[src/rtl/spx_pkg.sv]
`default_nettype none
package spx_pkg;

	localparam int DISCARD_ITEMS_DEF = 20;
	localparam int WORDS_OUT_DEF     = 4;
	localparam int PAYLOAD_MAX_DEF   = 8;
	localparam int JOBQ_DEPTH        = 4;

	// input item kinds
	localparam logic [1:0] KIND_START   = 2'd0;
	localparam logic [1:0] KIND_BYTE    = 2'd1;
	localparam logic [1:0] KIND_TIMEOUT = 2'd2;

	// request modes
	localparam logic [1:0] MODE_READ  = 2'd0;
	localparam logic [1:0] MODE_WRITE = 2'd1;

	// result kinds
	localparam logic [1:0] OUT_TX     = 2'd0;
	localparam logic [1:0] OUT_WORD   = 2'd1;
	localparam logic [1:0] OUT_STATUS = 2'd2;

	// completion status codes
	localparam logic [2:0] ST_OK      = 3'd0;
	localparam logic [2:0] ST_CKSUM   = 3'd1;
	localparam logic [2:0] ST_ADDR    = 3'd2;
	localparam logic [2:0] ST_TYPE    = 3'd3;
	localparam logic [2:0] ST_NO_P    = 3'd4;
	localparam logic [2:0] ST_NO_N    = 3'd5;
	localparam logic [2:0] ST_NO_S    = 3'd6;
	localparam logic [2:0] ST_TIMEOUT = 3'd7;

	localparam logic [7:0]  PT_DATA  = 8'h80;
	localparam logic [7:0]  PT_BATCH = 8'h40;
	localparam logic [7:0]  CH_S     = 8'h73;
	localparam logic [7:0]  CH_N     = 8'h6e;
	localparam logic [7:0]  CH_P     = 8'h70;
	localparam logic [15:0] SNP_SUM  = 16'd337;
	localparam logic [3:0]  SINGLE_LEN = 4'd4;
	localparam logic [2:0]  REQ_LAST   = 3'd6;

	typedef enum logic [3:0] {
		PH_IDLE, PH_S, PH_N, PH_P, PH_TYPE, PH_ADDR, PH_DATA, PH_CKH, PH_CKL, PH_DISCARD
	} phase_t;

	typedef enum logic [1:0] {
		JOB_REQ, JOB_STAT, JOB_DONE
	} job_kind_t;

	// JOB_REQ: data[63:56] type, [55:48] address, [47:32] checksum
	// JOB_DONE: data holds the payload bytes, byte 0 at the top
	typedef struct packed {
		job_kind_t   kind;
		logic [2:0]  status;
		logic [63:0] data;
	} job_t;

	function automatic logic [7:0] batch_bits(input logic [3:0] batch);
		logic [7:0] r;
		r = (batch != 4'd0) ? (PT_BATCH | {4'h0, batch}) : 8'h00;
		return r;
	endfunction

endpackage
`default_nettype wire

[src/rtl/spx_front.sv]
`default_nettype none
module spx_front #(
	parameter int DISCARD_ITEMS = spx_pkg::DISCARD_ITEMS_DEF,
	parameter int PAYLOAD_MAX   = spx_pkg::PAYLOAD_MAX_DEF
) (
	input  wire logic        clk,
	input  wire logic        arst_n,
	input  wire logic        push,
	output logic             full,
	input  wire logic [1:0]  kind,
	input  wire logic [1:0]  mode,
	input  wire logic [7:0]  reg_addr,
	input  wire logic [3:0]  batch_len,
	input  wire logic [7:0]  rx_byte,
	output logic             job_wr,
	output spx_pkg::job_t    job,
	input  wire logic        jobq_full
);

	localparam int IDX_W = (PAYLOAD_MAX > 1) ? $clog2(PAYLOAD_MAX) : 1;
	localparam logic [3:0] PAY_LIM = 4'(PAYLOAD_MAX);
	localparam logic [4:0] DISC_INIT = 5'(DISCARD_ITEMS);
	localparam spx_pkg::phase_t FAIL_PH = (DISCARD_ITEMS != 0) ? spx_pkg::PH_DISCARD
		: spx_pkg::PH_IDLE;

	spx_pkg::phase_t phase_q, phase_d;
	logic [1:0]  req_mode_q;
	logic [7:0]  req_addr_q;
	logic [3:0]  req_batch_q;
	logic [7:0]  pay_q [PAYLOAD_MAX];
	logic [11:0] psum_q;
	logic [7:0]  ckh_q;
	logic [3:0]  bcnt_q;
	logic [4:0]  disc_q;

	logic        acc, is_start, is_rx, is_tmo;
	logic [7:0]  rx_b, exp_type, pt_req;
	logic [3:0]  bcnt_nx, need;
	logic [15:0] want, got, cks_req;
	logic        bad;
	logic [2:0]  bad_st;
	logic [63:0] words;

	assign full     = jobq_full;
	assign acc      = push && !jobq_full;
	assign is_start = acc && (kind == spx_pkg::KIND_START);
	assign is_tmo   = kind == spx_pkg::KIND_TIMEOUT;
	assign is_rx    = acc && (kind == spx_pkg::KIND_BYTE || is_tmo);
	// a late timeout counts as a zero byte
	assign rx_b     = (kind == spx_pkg::KIND_BYTE) ? rx_byte : 8'h00;

	assign exp_type = (req_mode_q == spx_pkg::MODE_READ)
		? (spx_pkg::PT_DATA | spx_pkg::batch_bits(req_batch_q)) : 8'h00;
	assign bcnt_nx  = bcnt_q + 4'd1;
	assign need     = (req_batch_q != 4'd0) ? req_batch_q : spx_pkg::SINGLE_LEN;
	assign want     = spx_pkg::SNP_SUM + {8'h00, exp_type} + {8'h00, req_addr_q}
		+ {4'h0, psum_q};
	assign got      = {ckh_q, rx_b};

	always_comb begin
		unique case (mode)
			spx_pkg::MODE_READ:  pt_req = spx_pkg::batch_bits(batch_len);
			spx_pkg::MODE_WRITE: pt_req = spx_pkg::PT_DATA | spx_pkg::batch_bits(batch_len);
			default:             pt_req = 8'h00;
		endcase
	end
	assign cks_req = spx_pkg::SNP_SUM + {8'h00, pt_req} + {8'h00, reg_addr};

	always_comb begin
		words = '0;
		for (int j = 0; j < PAYLOAD_MAX; j++) begin
			words[63 - 8 * j -: 8] = pay_q[j];
		end
	end

	// response byte check for the current phase
	always_comb begin
		bad    = 1'b0;
		bad_st = spx_pkg::ST_OK;
		unique case (phase_q)
			spx_pkg::PH_S: begin
				bad    = !is_tmo && (rx_b != spx_pkg::CH_S);
				bad_st = spx_pkg::ST_NO_S;
			end
			spx_pkg::PH_N: begin
				bad    = rx_b != spx_pkg::CH_N;
				bad_st = spx_pkg::ST_NO_N;
			end
			spx_pkg::PH_P: begin
				bad    = rx_b != spx_pkg::CH_P;
				bad_st = spx_pkg::ST_NO_P;
			end
			spx_pkg::PH_TYPE: begin
				bad    = rx_b != exp_type;
				bad_st = spx_pkg::ST_TYPE;
			end
			spx_pkg::PH_ADDR: begin
				bad    = rx_b != req_addr_q;
				bad_st = spx_pkg::ST_ADDR;
			end
			spx_pkg::PH_CKL: begin
				bad    = got != want;
				bad_st = spx_pkg::ST_CKSUM;
			end
			default: ;
		endcase
	end

	// next state
	always_comb begin
		phase_d = phase_q;
		if (is_start) begin
			phase_d = spx_pkg::PH_S;
		end else if (is_rx) begin
			unique case (phase_q)
				spx_pkg::PH_IDLE: phase_d = spx_pkg::PH_IDLE;
				spx_pkg::PH_S: begin
					if (is_tmo) phase_d = spx_pkg::PH_IDLE;
					else if (bad) phase_d = FAIL_PH;
					else phase_d = spx_pkg::PH_N;
				end
				spx_pkg::PH_N:    phase_d = bad ? FAIL_PH : spx_pkg::PH_P;
				spx_pkg::PH_P:    phase_d = bad ? FAIL_PH : spx_pkg::PH_TYPE;
				spx_pkg::PH_TYPE: phase_d = bad ? FAIL_PH : spx_pkg::PH_ADDR;
				spx_pkg::PH_ADDR: phase_d = bad ? FAIL_PH : spx_pkg::PH_DATA;
				spx_pkg::PH_DATA: begin
					if (bcnt_nx >= need) phase_d = spx_pkg::PH_CKH;
				end
				spx_pkg::PH_CKH:  phase_d = spx_pkg::PH_CKL;
				spx_pkg::PH_CKL:  phase_d = bad ? FAIL_PH : spx_pkg::PH_IDLE;
				spx_pkg::PH_DISCARD: begin
					if (disc_q <= 5'd1) phase_d = spx_pkg::PH_IDLE;
				end
				default: phase_d = spx_pkg::PH_IDLE;
			endcase
		end
	end

	// jobs for the back end
	always_comb begin
		job_wr = 1'b0;
		job    = '0;
		if (is_start) begin
			job_wr            = 1'b1;
			job.kind          = spx_pkg::JOB_REQ;
			job.data[63:56]   = pt_req;
			job.data[55:48]   = reg_addr;
			job.data[47:32]   = cks_req;
		end else if (is_rx && phase_q != spx_pkg::PH_IDLE) begin
			if (phase_q == spx_pkg::PH_S && is_tmo) begin
				job_wr     = 1'b1;
				job.kind   = spx_pkg::JOB_STAT;
				job.status = spx_pkg::ST_TIMEOUT;
			end else if (bad) begin
				job_wr     = 1'b1;
				job.kind   = spx_pkg::JOB_STAT;
				job.status = bad_st;
			end else if (phase_q == spx_pkg::PH_CKL) begin
				job_wr     = 1'b1;
				job.kind   = spx_pkg::JOB_DONE;
				job.status = spx_pkg::ST_OK;
				job.data   = words;
			end
		end
	end

	always_ff @(posedge clk or negedge arst_n) begin
		if (!arst_n) begin
			phase_q     <= spx_pkg::PH_IDLE;
			req_mode_q  <= '0;
			req_addr_q  <= '0;
			req_batch_q <= '0;
			psum_q      <= '0;
			ckh_q       <= '0;
			bcnt_q      <= '0;
			disc_q      <= '0;
		end else begin
			phase_q <= phase_d;
			if (is_start) begin
				req_mode_q  <= mode;
				req_addr_q  <= reg_addr;
				req_batch_q <= batch_len;
				psum_q      <= '0;
				ckh_q       <= '0;
				bcnt_q      <= '0;
				disc_q      <= '0;
			end else if (is_rx) begin
				if (phase_q == spx_pkg::PH_DATA) begin
					psum_q <= psum_q + {4'h0, rx_b};
					bcnt_q <= bcnt_nx;
				end
				if (phase_q == spx_pkg::PH_CKH) ckh_q <= rx_b;
				if (phase_q == spx_pkg::PH_DISCARD && disc_q != 5'd0) disc_q <= disc_q - 5'd1;
				if (bad) disc_q <= DISC_INIT;
			end
		end
	end

	// payload bytes: clear on start, store the first ones received
	always_ff @(posedge clk) begin
		if (is_start) begin
			for (int j = 0; j < PAYLOAD_MAX; j++) begin
				pay_q[j] <= 8'h00;
			end
		end else if (is_rx && phase_q == spx_pkg::PH_DATA && bcnt_q < PAY_LIM) begin
			pay_q[bcnt_q[IDX_W-1:0]] <= rx_b;
		end
	end

endmodule
`default_nettype wire

[src/rtl/spx_jobq.sv]
`default_nettype none
module spx_jobq (
	input  wire logic          clk,
	input  wire logic          arst_n,
	input  wire logic          wr,
	input  wire spx_pkg::job_t wdata,
	output logic               full,
	input  wire logic          rd,
	output spx_pkg::job_t      rdata,
	output logic               empty
);

	localparam int DEPTH = spx_pkg::JOBQ_DEPTH;
	localparam int PTR_W = $clog2(DEPTH);
	localparam int CNT_W = $clog2(DEPTH + 1);
	localparam logic [PTR_W-1:0] PTR_LAST = PTR_W'(DEPTH - 1);
	localparam logic [CNT_W-1:0] CNT_FULL = CNT_W'(DEPTH);

	spx_pkg::job_t    mem_q [DEPTH];
	logic [PTR_W-1:0] wp_q, rp_q;
	logic [CNT_W-1:0] cnt_q;
	logic             do_wr, do_rd;

	assign full  = cnt_q == CNT_FULL;
	assign empty = cnt_q == '0;
	assign do_wr = wr && !full;
	assign do_rd = rd && !empty;
	assign rdata = mem_q[rp_q];

	always_ff @(posedge clk) begin
		if (do_wr) mem_q[wp_q] <= wdata;
	end

	always_ff @(posedge clk or negedge arst_n) begin
		if (!arst_n) begin
			wp_q  <= '0;
			rp_q  <= '0;
			cnt_q <= '0;
		end else begin
			if (do_wr) wp_q <= (wp_q == PTR_LAST) ? '0 : wp_q + PTR_W'(1);
			if (do_rd) rp_q <= (rp_q == PTR_LAST) ? '0 : rp_q + PTR_W'(1);
			if (do_wr && !do_rd) cnt_q <= cnt_q + CNT_W'(1);
			else if (do_rd && !do_wr) cnt_q <= cnt_q - CNT_W'(1);
		end
	end

	a_no_overflow: assert property (@(posedge clk) disable iff (!arst_n)
		wr |-> !full) else $error("job written into a full queue");

	a_cnt_range: assert property (@(posedge clk) disable iff (!arst_n)
		cnt_q <= CNT_FULL) else $error("job queue count out of range");

	a_ptr_track: assert property (@(posedge clk) disable iff (!arst_n)
		(cnt_q == '0 || cnt_q == CNT_FULL) |-> wp_q == rp_q)
		else $error("job queue pointers disagree with count");

endmodule
`default_nettype wire

[src/rtl/spx_back.sv]
`default_nettype none
module spx_back #(
	parameter int WORDS_OUT = spx_pkg::WORDS_OUT_DEF
) (
	input  wire logic          clk,
	input  wire logic          arst_n,
	input  wire spx_pkg::job_t job,
	input  wire logic          job_empty,
	output logic               job_rd,
	output logic               empty,
	input  wire logic          pop,
	output logic [1:0]         out_kind,
	output logic [7:0]         tx_byte,
	output logic [1:0]         word_index,
	output logic [15:0]        data_word,
	output logic [2:0]         status,
	output logic               last
);

	localparam logic [2:0] WLIM = 3'(WORDS_OUT);

	logic [2:0]  cnt_q;
	logic        ov_q;
	logic [1:0]  kind_q;
	logic [7:0]  tx_q;
	logic [1:0]  wi_q;
	logic [15:0] dw_q;
	logic [2:0]  st_q;
	logic        last_q;

	logic        adv, take;
	logic [1:0]  r_kind, r_wi;
	logic [7:0]  r_tx;
	logic [15:0] r_dw;
	logic [2:0]  r_st;
	logic        r_last;

	assign adv  = !ov_q || pop;
	assign take = adv && !job_empty;

	// result number cnt_q of the job at the queue head
	always_comb begin
		r_kind = spx_pkg::OUT_STATUS;
		r_tx   = 8'h00;
		r_wi   = 2'd0;
		r_dw   = 16'h0000;
		r_st   = spx_pkg::ST_OK;
		r_last = 1'b1;
		unique case (job.kind)
			spx_pkg::JOB_REQ: begin
				r_kind = spx_pkg::OUT_TX;
				r_last = cnt_q == spx_pkg::REQ_LAST;
				unique case (cnt_q)
					3'd0:    r_tx = spx_pkg::CH_S;
					3'd1:    r_tx = spx_pkg::CH_N;
					3'd2:    r_tx = spx_pkg::CH_P;
					3'd3:    r_tx = job.data[63:56];
					3'd4:    r_tx = job.data[55:48];
					3'd5:    r_tx = job.data[47:40];
					default: r_tx = job.data[39:32];
				endcase
			end
			spx_pkg::JOB_STAT: begin
				r_st = job.status;
			end
			spx_pkg::JOB_DONE: begin
				if (cnt_q < WLIM) begin
					r_kind = spx_pkg::OUT_WORD;
					r_last = 1'b0;
					r_wi   = cnt_q[1:0];
					unique case (cnt_q[1:0])
						2'd0: r_dw = job.data[63:48];
						2'd1: r_dw = job.data[47:32];
						2'd2: r_dw = job.data[31:16];
						2'd3: r_dw = job.data[15:0];
					endcase
				end
			end
			default: ;
		endcase
	end

	assign job_rd = take && r_last;

	always_ff @(posedge clk or negedge arst_n) begin
		if (!arst_n) begin
			ov_q  <= 1'b0;
			cnt_q <= '0;
		end else begin
			if (adv) ov_q <= !job_empty;
			if (take) cnt_q <= r_last ? 3'd0 : cnt_q + 3'd1;
		end
	end

	always_ff @(posedge clk) begin
		if (take) begin
			kind_q <= r_kind;
			tx_q   <= r_tx;
			wi_q   <= r_wi;
			dw_q   <= r_dw;
			st_q   <= r_st;
			last_q <= r_last;
		end
	end

	assign empty      = !ov_q;
	assign out_kind   = kind_q;
	assign tx_byte    = tx_q;
	assign word_index = wi_q;
	assign data_word  = dw_q;
	assign status     = st_q;
	assign last       = last_q;

	a_idle_cnt: assert property (@(posedge clk) disable iff (!arst_n)
		job_empty |-> cnt_q == 3'd0) else $error("step count left over with no job");

	a_stat_single: assert property (@(posedge clk) disable iff (!arst_n)
		(!job_empty && job.kind == spx_pkg::JOB_STAT) |-> cnt_q == 3'd0)
		else $error("status job expanded past one result");

	a_req_range: assert property (@(posedge clk) disable iff (!arst_n)
		(!job_empty && job.kind == spx_pkg::JOB_REQ) |-> cnt_q <= spx_pkg::REQ_LAST)
		else $error("request job ran past its last byte");

endmodule
`default_nettype wire

[src/rtl/imu_serial_packet_exchange_unit.sv]
`default_nettype none
// Host side of a framed "snp" serial register exchange. Push a start item to
// get the seven request bytes, then push each received byte (or a timeout) of
// the response; the block checks header, type, address, data and the 16-bit
// additive checksum and reports data words plus a status, or an error status
// after which, unless it is the timeout status, the next DISCARD_ITEMS received
// items are dropped. The front end takes one input item per clock while full is
// low and classifies it in that cycle; a four-entry job queue feeds the back
// end, which delivers one result per clock while the consumer pops, through a
// registered output behind the job queue. A start item therefore yields seven
// results, a good response WORDS_OUT + 1, an error one, and other items none;
// full rises when the job queue fills, either behind a stalled consumer or
// when start items arrive faster than their seven results drain.
module imu_serial_packet_exchange_unit #(
	parameter int DISCARD_ITEMS = spx_pkg::DISCARD_ITEMS_DEF,
	parameter int WORDS_OUT     = spx_pkg::WORDS_OUT_DEF,
	parameter int PAYLOAD_MAX   = spx_pkg::PAYLOAD_MAX_DEF
) (
	input  wire logic        clk,
	input  wire logic        arst_n,
	input  wire logic        push,
	output logic             full,
	input  wire logic [1:0]  kind,
	input  wire logic [1:0]  mode,
	input  wire logic [7:0]  reg_addr,
	input  wire logic [3:0]  batch_len,
	input  wire logic [7:0]  rx_byte,
	output logic             empty,
	input  wire logic        pop,
	output logic [1:0]       out_kind,
	output logic [7:0]       tx_byte,
	output logic [1:0]       word_index,
	output logic [15:0]      data_word,
	output logic [2:0]       status,
	output logic             last
);

	spx_pkg::job_t wjob, rjob;
	logic          job_wr, job_rd, jobq_full, jobq_empty;

	spx_front #(
		.DISCARD_ITEMS(DISCARD_ITEMS),
		.PAYLOAD_MAX  (PAYLOAD_MAX)
	) u_front (
		.clk      (clk),
		.arst_n   (arst_n),
		.push     (push),
		.full     (full),
		.kind     (kind),
		.mode     (mode),
		.reg_addr (reg_addr),
		.batch_len(batch_len),
		.rx_byte  (rx_byte),
		.job_wr   (job_wr),
		.job      (wjob),
		.jobq_full(jobq_full)
	);

	spx_jobq u_jobq (
		.clk   (clk),
		.arst_n(arst_n),
		.wr    (job_wr),
		.wdata (wjob),
		.full  (jobq_full),
		.rd    (job_rd),
		.rdata (rjob),
		.empty (jobq_empty)
	);

	spx_back #(
		.WORDS_OUT(WORDS_OUT)
	) u_back (
		.clk       (clk),
		.arst_n    (arst_n),
		.job       (rjob),
		.job_empty (jobq_empty),
		.job_rd    (job_rd),
		.empty     (empty),
		.pop       (pop),
		.out_kind  (out_kind),
		.tx_byte   (tx_byte),
		.word_index(word_index),
		.data_word (data_word),
		.status    (status),
		.last      (last)
	);

endmodule
`default_nettype wire
[config.mk]
export PLATFORM = sky130hd
export DESIGN_NAME = imu_serial_packet_exchange_unit
export DESIGN_NICKNAME = d
export VERILOG_FILES = /design/src/rtl/spx_pkg.sv /design/src/rtl/spx_front.sv /design/src/rtl/spx_jobq.sv /design/src/rtl/spx_back.sv /design/src/rtl/imu_serial_packet_exchange_unit.sv
export SDC_FILE = /design/constraint.sdc
export NUM_CORES = 1
export LEC_CHECK = 0
export BUFFER_PORTS_ARGS = -buffer_cell sky130_fd_sc_hd__buf_2
export CAP_MARGIN = 20
export CORE_ASPECT_RATIO = 0.8
export CORE_MARGIN = 2
export CORE_UTILIZATION = 55
export CTS_CLUSTER_DIAMETER = 50
export DETAILED_ROUTE_END_ITERATION = 8
export PLACE_DENSITY = 0.74
export SYNTH_ARGS = -nofsm -noshare
export SYNTH_HDL_FRONTEND = slang
export SYNTH_SLANG_ARGS = --single-unit
[constraint.sdc]
create_clock -name clk -period 5.6 [get_ports clk]
set_input_delay 1.12 -clock clk [delete_from_list [all_inputs] [get_ports clk]]
set_output_delay 1.12 -clock clk [all_outputs]
set_load 0.03 [all_outputs]
==> qor.yml, run 1 <==
run_status: "finished, final reports clean"
final-max-slew-violation-count: 0
max_freq_mhz: 190
yosys_warnings: 0
nNetsFinal: 1581
post-route-worst-setup-slack_ps: 343
p_comb_frac: 0.308
use_met1: 0.377
die_w_um: 216
place_congestion: 0.934
clock_power_share: 0.282
die_h_um: 174
cp.required_ps: 5980
drtIter0Drc: 1334
finalCritPeriodShare: 0.939
netSwitchingFraction: 0.336
grt_pass1_vias: 12300
cts_tree: "done"
r2r_end: "u_jobq.mem_q[2][25]"
intPower_uw: 6860
worst_pin_slew_ps: 1110
switchingPower_uw: 3480
reg2reg_depth: 14
core_um2: 35700
syn_area_um2: 19800
top_usage_layer: "met2"
path_class: "reg -> reg"
seqPwrFrac: 0.411
hold_viol: 0
cap_violations: 0
whs_endpoint: "u_jobq.cnt_q[2]"
setup_tns_ps: 0
mostFrequentLayoutCells: "372 x edfxtp_1, 132 x nor2_1, 101 x nand2_1"
clock-sinks: 430
grt_setup_unrepaired: "no"
grt.met3_usage: 0.0554
setup_viol_count_final: 0
yosys.area.top_type: "edfxtp_1"
grtUsageTotal: 0.258
first_pass_iters: 5
final_common_cell: "edfxtp_1"
synth-async-reset-ratio: 0.135
start_util: 0.555
layout.cells.non_filler: 2003
place_inst: 1922
dp_slack_ps: 473
synth_top_area_share: 0.564
grt_overflow: 0
p_per_area_nw_per_um2: 465
drive_gt1_frac: 0.171
clk_pin_slew_ps: 60
insertion_delay_ps: 560
routedWlPerCell_um: 23.6
area_growth_pct: 12.3
antenna_found_initial: 2
synth_area_leaders: "edfxtp_1 56%, mux4_2 7.8%, dfrtp_1 7.3%"
final_core_util: 0.623
met2_usage: 0.395
synth_fp_nets: 1508
endpoint_kind: "register"
drcViolationCount: 0
synth_cell_types: 69
ant_nets: 0
rr_startpoint: "u_front.req_mode_q[1]"
vdd_ir_drop_max_v: 0.000370
rows: 62
grt_pass1_wl_um: 73300
n_fill_cell: 2639
multiInputGateArea_um2: 6600
syn-instance-count: 1415
fin_skew_ps: 17.2
relSlewSlack: 0.254
fp.dieArea_um2: 37500
min_from: "u_jobq.cnt_q[2]"
pin_count: 62
dr_total_vias: 12300
cts_resized: 0
hold_path_depth: 1
start_kind: "register"
cts_buffers: 44
io_buffers: 61
total_power_uw: 10300
grt_max_degree: 69
totalWireLength_um: 47400
hold_buffers: 0
clockBufferDepth: 3
regArea_um2: 12600
leakage_uw: 0.00836
cts-root-buf: "clkbuf_16"
arrival_ps: 5640
syn_area_per_cell_um2: 14.0
synth_edf_count: 372
htree_levels: 2
synthFlopType: "edfxtp_1"
cp_max_fo: 68
ys_seq_area_frac: 0.638
hpwl_um: 31800
ys_ff_latch: 430
hp-class: "reg -> reg"
post_cts_buffers: 0
viasPerCell: 6.16
fin_crit_ps: 5260
reg2reg_slack_ps: 340
-- how the worst max path moves through the flow --
| stage | from | end | slack (ps) | depth (start not counted) |
|---|---|---|---|---|
| after floorplan | kind[1] | u_jobq.mem_q[0][0] | 660 | 10 |
| after global placement | u_front.req_mode_q[1] | u_jobq.mem_q[0][35] | 630 | 14 |
| after detailed placement | u_front.req_mode_q[1] | u_jobq.mem_q[0][66] | 470 | 13 |
| after CTS | u_front.req_mode_q[1] | u_jobq.mem_q[1][6] | 450 | 14 |
| after global routing | u_front.req_mode_q[1] | u_jobq.mem_q[3][66] | 80 | 13 |
| final | u_front.req_mode_q[1] | u_jobq.mem_q[2][25] | 340 | 14 |
-- final cells by class --
type	count	share of cell area
antenna	2	0.000225
clock buffer	54	0.0525
clock inverter	25	0.0120
inverter	74	0.0125
multi-input combinational	840	0.297
sequential	430	0.568
tap	480	0.0270
timing repair buffer	98	0.0313
-- worst max-delay path: stages, from the launching register on --
cell	delay (ps)
dfrtp_1	450
or3b_2	570
or3_1	430
fa_1	550
inv_1	40
ha_1	360
a21o_1	260
o2bb2ai_1	180
a2111oi_0	460
o2111ai_1	190
nor4_1	230
or3b_1	540
nor3_4	200
buf_12	300
and2_1	260
-- metrics by stage --
| stage | cell area, µm² | hold WS, ps |
|---|---|---|
| finish | 22200 | 493 |
| global route | 22200 | 515 |
| CTS | 22200 | 497 |
| detailed placement | 20800 | 488 |
| global placement | 20800 | 476 |
| floorplan | 19800 | 464 |
-- cells in the mapped netlist (all sizes together) (16+ instances only) --
master,number
nand3,24
a22o,35
clkbuf,49
and2,46
nor2,132
dfrtp,58
a22oi,20
nor3,21
edfxtp,372
o21ai,48
mux4,69
xor2,16
xnor2,23
a21oi,73
nand2,101
inv,74
ha,53
buf,22
-- state kept, by name, indices dropped and copies added, names as in the netlist, 5 cells and up --
register and flops:
u_jobq.mem_q 276, u_front.pay_q 64, u_back.data_word 16, u_front.psum_q 12
u_back.tx_byte 8, u_front.ckh_q 8, u_front.req_addr_q 8, u_front.disc_q 5
-- metal layers --
layer	up-vias	wire length, µm
met4	2	1220
li1	5496	-
met5	-	13
met1	6187	20200
met3	87	4270
met2	566	21700
-- power by group through the flow --
| stage | combinational, µW | sequential (µW) | clock [µW] |
|---|---|---|---|
| CTS | 3160 | 4250 | 2950 |
| floorplan | 2190 | 4320 | 0 |
| detailed placement | 3140 | 4310 | 0 |
| global route | 3460 | 4300 | 3070 |
| global placement | 3130 | 4300 | 0 |
| finish | 3180 | 4250 | 2910 |
-- cells by family after synthesis --
| group | count (synthesis) | share of synthesized area |
|---|---|---|
| buffers and inverters | 145 | 0.0300 |
| muxes | 79 | 0.0839 |
| AOI/OAI and AO/OA | 261 | 0.0897 |
| adders and majority gates | 65 | 0.0456 |
| xor gates and xnor gates | 39 | 0.0173 |
| and+or+nand+nor | 396 | 0.0959 |
| DFF | 430 | 0.638 |
No activity file was read; power rests on OpenSTA's default activity.
==> run 2: changes to the inputs <==
--- a/config.mk
+++ b/config.mk
@@ -12,7 +12,7 @@
 export CORE_UTILIZATION = 55
 export CTS_CLUSTER_DIAMETER = 50
 export DETAILED_ROUTE_END_ITERATION = 8
-export PLACE_DENSITY = 0.74
+export PLACE_DENSITY = 0.77
 export SYNTH_ARGS = -nofsm -noshare
 export SYNTH_HDL_FRONTEND = slang
 export SYNTH_SLANG_ARGS = --single-unit
==> constraint.sdc (replaced) <==
create_clock -name clk -period 4.78 [get_ports clk]
set_input_delay 0.956 -clock clk [delete_from_list [all_inputs] [get_ports clk]]
set_output_delay 0.956 -clock clk [all_outputs]
set_load 0.03 [all_outputs]
==> run 2 against run 1 <==
  * Sequential power grew 15%
  * Highest routed layer is now met4
  * Combinational power increased by 28%
  * Largest cell class unchanged
  * Worst hold slack is essentially flat
  * Non-clock buffer count grew 24
  * Clock-buffer cell count rose by 1
  * Worst setup slack got worse by 170 ps
  * Utilization is 1.6 points higher
==> qor.yml, run 2 (same netlist as run 1, synthesis figures left out) <==
max_freq_mhz: 217  # +14%
finalCritPeriodShare: 0.965  # +0.0257
total_power_uw: 12200  # +18%
totalWireLength_um: 48900  # +3.2%
dr_total_vias: 12600  # +1.7%
p_per_area_nw_per_um2: 537  # +15%
antenna_found_initial: 0  # -2
nNetsFinal: 1605  # +1.5%
setup_viol_count_final: 0  # unchanged
final_common_cell: "edfxtp_1"
die_w_um: 216  # unchanged
final-max-slew-violation-count: 0  # unchanged
run_status: "finished, final reports clean"
layout.cells.non_filler: 2024  # +1.0%
first_pass_iters: 5  # unchanged
start_kind: "register"
rows: 62  # unchanged
io_buffers: 61  # unchanged
fin_skew_ps: 36.0  # +18.7 ps
grt_max_degree: 68  # -1.4%
clockBufferDepth: 3  # unchanged
hold_viol: 0  # unchanged
insertion_delay_ps: 560  # about the same
fp.dieArea_um2: 37500  # unchanged
die_h_um: 174  # unchanged
grtUsageTotal: 0.261  # +0.00267
cts-root-buf: "clkbuf_16"
viasPerCell: 6.20  # +0.69%
start_util: 0.555  # unchanged
grt_overflow: 0  # unchanged
core_um2: 35700  # unchanged
place_congestion: 0.918  # -1.8%
routedWlPerCell_um: 24.1  # +2.1%
grt_pass1_vias: 12300  # +0.57%
leakage_uw: 0.00864  # +3.3%
drive_gt1_frac: 0.218  # +0.0467
grt_pass1_wl_um: 73900  # +0.75%
cap_violations: 0  # unchanged
largest_register_ffs: 276  # unchanged
cp.required_ps: 5170  # -810 ps
place_inst: 1938  # +0.83%
clock-sinks: 430  # unchanged
hpwl_um: 31700  # -0.28%
grt_setup_unrepaired: "yes"
drcViolationCount: 0  # unchanged
cp_max_fo: 13  # -81%
fin_crit_ps: 4610  # -647 ps
pin_count: 62  # unchanged
largest_register: "u_jobq.mem_q"
ant_nets: 0  # unchanged
mostFrequentLayoutCells: "372 x edfxtp_1, 131 x nor2_1, 101 x nand2_1"
clk_pin_slew_ps: 60  # about the same
path_class: "reg -> reg"
hold_buffers: 0  # unchanged
endpoint_kind: "register"
area_growth_pct: 15.2
worst_pin_slew_ps: 1100  # -10.7 ps
htree_levels: 2  # unchanged
antenna_cells: 0  # -2
fin_area_um2: 22800  # +2.5%
drtIter0Drc: 1378  # +3.3%
dpl-instance-area_um2: 21000  # +0.88%
hp-class: "reg -> reg"
vdd_ir_drop_max_v: 0.000658  # +78%
relSlewSlack: 0.267  # +0.0128
cts_tree: "done"
arrival_ps: 5000  # -640 ps
cts_buffers: 44  # unchanged
-- run 2: where the power goes --
part	total, µW	switching, µW	internal [µW]
Clock	3260	1390	1870
Sequential	4890	294	4600
Combinational	4080	2450	1630
-- run 2: cell type report --
| type | count | area [µm²] |
|---|---|---|
| fillers | 2487 | 12900 |
| flip-flops and latches | 430 | 12600 |
| multi-input cells | 840 | 6900 |
| clock buffers | 55 | 1140 |
| repair buffers | 122 | 1040 |
| well taps | 480 | 601 |
| inverters | 74 | 278 |
| clock inverters | 23 | 216 |
-- run 2: timing repair --
| action | 4_1_cts | 5_1_grt |
|---|---|---|
| pin swaps | 7 | 4 |
| gates cloned | 2 | 1 |
| buffers inserted | 3 | 1 |
| gates resized for setup | 19 | 53 |
| endpoints found under the setup margin | 260 | 282 |
-- run 2: worst max-delay path: stages, from the launching register on --
cell and delay, ps:
dfrtp_1 410, or3b_2 500, or3_4 390, fa_1 550
inv_1 70, ha_4 250, a21o_1 200, and3_4 200
o311ai_2 230, mux2i_1 130, nor4_2 320, or3b_4 470
nor3_4 160, buf_12 190, buf_16 170, a22o_1 210
-- run 2: worst paths after layout --
path                            slack, ps                  start                endpoint  cells past startpoint
worst max-delay path                  170  u_front.req_mode_q[1]     u_jobq.mem_q[2][32]                     15
worst min-delay path                  490        u_jobq.cnt_q[2]         u_jobq.cnt_q[2]                      1
worst max register to register        170  u_front.req_mode_q[1]     u_jobq.mem_q[2][32]                     15
worst min register to register        490        u_jobq.cnt_q[2]         u_jobq.cnt_q[2]                      1
max in group asynchronous            3600                 arst_n  u_front.req_batch_q[1]                      2
min in group asynchronous             570                 arst_n         u_back.cnt_q[1]                      2
-- run 2: layer usage --
metal / up-vias / share of wire / global-route usage
met5: - / 0 / 0
met4: 0 / 0.030 / 0.0842
met3: 104 / 0.094 / 0.0591
met2: 664 / 0.46 / 0.399
met1: 6251 / 0.41 / 0.374
li1: 5534 / - / -
-- run 2: metrics by stage --
stage                      util  setup slack, ps  setup TNS [ps]  hold slack, ps
after CTS                 0.631            0.176               0             494
after global placement    0.588             59.1               0             477
final                     0.639              169               0             493
after global routing      0.639            -52.4           -1810             516
after floorplan               -             2.88               0             464
after detailed placement  0.588             -173          -25010             484
==> run 3: changes to the inputs <==
--- a/config.mk
+++ b/config.mk
@@ -5,6 +5,7 @@
 export SDC_FILE = /design/constraint.sdc
 export NUM_CORES = 1
 export LEC_CHECK = 0
+export ABC_AREA = 1
 export BUFFER_PORTS_ARGS = -buffer_cell sky130_fd_sc_hd__buf_2
 export CAP_MARGIN = 20
 export CORE_ASPECT_RATIO = 0.8
==> run 3 against run 2 <==
  * Clock power grew 1%
  * Final area about the same
  * Critical path depth rose by 12
  * Via count up 18%
  * Utilization decreased by 0.66 points
  * Non-clock buffer count is 12 lower
  * First-iteration DRC count is 52% higher
  * Largest power group unchanged
==> qor.yml, run 3 <==
run_status: "finished, final reports clean"
io_buffers: 61  # unchanged
ys_ff_latch: 430  # unchanged
regArea_um2: 12600  # about the same
nNetsFinal: 2077  # +29%
final_core_util: 0.632  # -0.00659
n_fill_cell: 2703  # +8.7%
vdd_ir_drop_max_v: 0.000993  # +51%
arrival_ps: 4880  # -120 ps
cp_max_fo: 4  # -9
cp_num_cells: 27  # +12
synth_top_area_share: 0.552  # -0.0127
cts_buffers: 44  # unchanged
viasPerCell: 5.94  # -4.3%
r2r_end: "u_jobq.cnt_q[1]"
pin_count: 62  # unchanged
hp-class: "reg -> reg"
area_growth_pct: 12.6
cp_num_buf_inv: 5  # +2
grt_pass1_wl_um: 80300  # +8.7%
max_stage_delay_ps: 520  # -30 ps
start_kind: "register"
worst_pin_slew_ps: 1180  # +77.5 ps
crit_top_cell: "nand2_1"
grt_setup_unrepaired: "no"
antenna_found_initial: 0  # unchanged
path_class: "reg -> reg"
path_delay_family: "adder cells"
synth.most_common_cell: "edfxtp_1"
htree_levels: 2  # unchanged
rows: 62  # unchanged
syn-instance-count: 1910  # +35%
first_pass_iters: 6  # +1
cts-root-buf: "clkbuf_16"
critPathSlowestCell: "fa_1"
cap_violations: 0  # unchanged
totalWireLength_um: 52700  # +7.8%
cts_tree: "done"
synth-simple-area-share: 0.142  # +0.0461
syn_area_um2: 20300  # +2.3%
start_util: 0.561  # +0.00669
max_freq_mhz: 226  # +4.1%
relSlewSlack: 0.209  # -0.0577
setup_tns_ps: 0  # unchanged
yosys.area.top_type: "edfxtp_1"
final_common_cell: "edfxtp_1"
clock-sinks: 430  # unchanged
syn_area_per_cell_um2: 10.6  # -24%
whs_endpoint: "u_front.disc_q[4]"
synth.area.mux_share: 0  # -0.0839
insertion_delay_ps: 570  # about the same
synth_fp_nets: 2003  # +33%
cp.required_ps: 5230  # +60 ps
finalCritPeriodShare: 0.927  # -0.0377
die_h_um: 176  # +1.1%
clockBufferDepth: 3  # unchanged
fin_crit_ps: 4430  # -180 ps
largest_register_ffs: 276  # unchanged
synthFlopType: "edfxtp_1"
rr_startpoint: "u_front.req_batch_q[1]"
synth_compound_area_frac: 0.117  # +0.0272
endpoint_kind: "register"
die_w_um: 219  # +1.1%
synth-adder-area-share: 0.0446  # -0.00103
place_congestion: 0.945  # +3.0%
grtUsageTotal: 0.277  # +0.0165
min_from: "u_front.disc_q[4]"
synth-async-reset-ratio: 0.135  # unchanged
dr_total_vias: 14800  # +18%
grt_overflow: 0  # unchanged
fin_area_um2: 22800  # about the same
grt_pass1_vias: 13900  # +12%
drcViolationCount: 0  # unchanged
leakage_uw: 0.00924  # +6.9%
hold_viol: 0  # unchanged
p_per_area_nw_per_um2: 560  # +4.3%
final-max-slew-violation-count: 0  # unchanged
ys_seq_area_frac: 0.623  # -0.0144
yosys_warnings: 0  # unchanged
antenna_cells: 0  # unchanged
synth_edf_count: 372  # unchanged
synth_area_leaders: "edfxtp_1 55%, dfrtp_1 7.2%, nand2_1 5.8%"
drive_gt1_frac: 0.118  # -0.0992
drtIter0Drc: 2097  # +52%
setup_viol_count_final: 0  # unchanged
netlist_top_cells_count: "372 x edfxtp_1, 315 x nand2_1, 248 x nor2_1"
multiInputGateArea_um2: 6470  # -6.2%
grt_max_degree: 109  # +60%
fin_skew_ps: 32.5  # -3.47 ps
synthXorXnorAreaFrac: 0.0108  # -0.00644
synth_top_family_by_area: "simple AND/OR/NAND/NOR gates"
mostFrequentLayoutCells: "372 x edfxtp_1, 312 x nand2_1, 245 x nor2_1"
core_um2: 36100  # +1.1%
dpl-instance-area_um2: 21300  # +1.6%
reg2reg_slack_ps: 350  # +180 ps
routedWlPerCell_um: 21.1  # -13%
hpwl_um: 35700  # +13%
synth_cell_types: 55  # -20%
fp.dieArea_um2: 38400  # +2.3%
reg2reg_depth: 27  # +12
largest_register: "u_jobq.mem_q"
ant_nets: 0  # unchanged
hold_path_depth: 2  # +1
clk_pin_slew_ps: 60  # about the same
[run 3: cell type report]
cell class / instances / area share
well taps: 480 / 0.0263
flip-flops and latches: 430 / 0.554
clock inverters: 22 / 0.00911
clock buffers: 58 / 0.0515
multi-input cells: 1155 / 0.284
repair buffers: 110 / 0.0358
inverters: 243 / 0.0400
[run 3: how the worst max path moves through the flow]
stage / startpoint / endpoint / slack, ps
final: u_front.req_batch_q[1] / u_jobq.cnt_q[1] / 350
after detailed placement: u_front.req_mode_q[0] / u_jobq.mem_q[3][23] / 130
after CTS: u_front.req_mode_q[0] / u_jobq.mem_q[3][7] / 130
after global placement: u_front.req_mode_q[0] / u_jobq.mem_q[3][55] / 250
after global routing: u_front.req_mode_q[0] / u_jobq.cnt_q[1] / 10
after floorplan: u_front.req_mode_q[0] / u_jobq.mem_q[0][0] / 30
[run 3: what timing repair did]
action / CTS / global route
hold buffers: 0 / 0
setup endpoints to repair: 0 / 354
gates resized for setup: 0 / 9
buffers inserted: 0 / 6
[run 3: kinds of logic after synthesis]
family,count (synthesis)
flip-flops,430
AO/OA/AOI/OAI,381
AND/OR/NAND/NOR,684
XOR/XNOR,25
buffers and inverters,325
adder cells (fa/ha/maj),65
[run 3: tightest hold or removal path, cell delays in order, from the launching register on]
cell and delay [ps]:
dfrtp_1 350, nand2_1 50, o21ai_0 60
[run 3: metal layers]
metal / track usage / part of all wire / vias to the layer above
li1: - / - / 6733
met3: 0.0693 / 0.12 / 112
met5: 0.0103 / 0.00093 / -
met1: 0.411 / 0.42 / 7133
met4: 0.0839 / 0.028 / 2
met2: 0.403 / 0.43 / 850
[run 3: report_power, final]
group	switching, µW	total [µW]	internal [µW]
sequential	245	4920	4670
combinational	3190	4550	1370
clock	1440	3300	1860
total	4870	12800	7900
[run 3: stage by stage]
stage          hold slack (ps)  setup WS (ps)  std cells  power [µW]
2_1_floorplan              453           25.6       1910        8040
3_3_place_gp               473            252       2411        9270
3_5_place_dp               481            130       2411        9380
4_1_cts                    498            130       2491       12700
5_1_grt                    555           10.8       2498       13400
6_report                   497            350       2498       12800
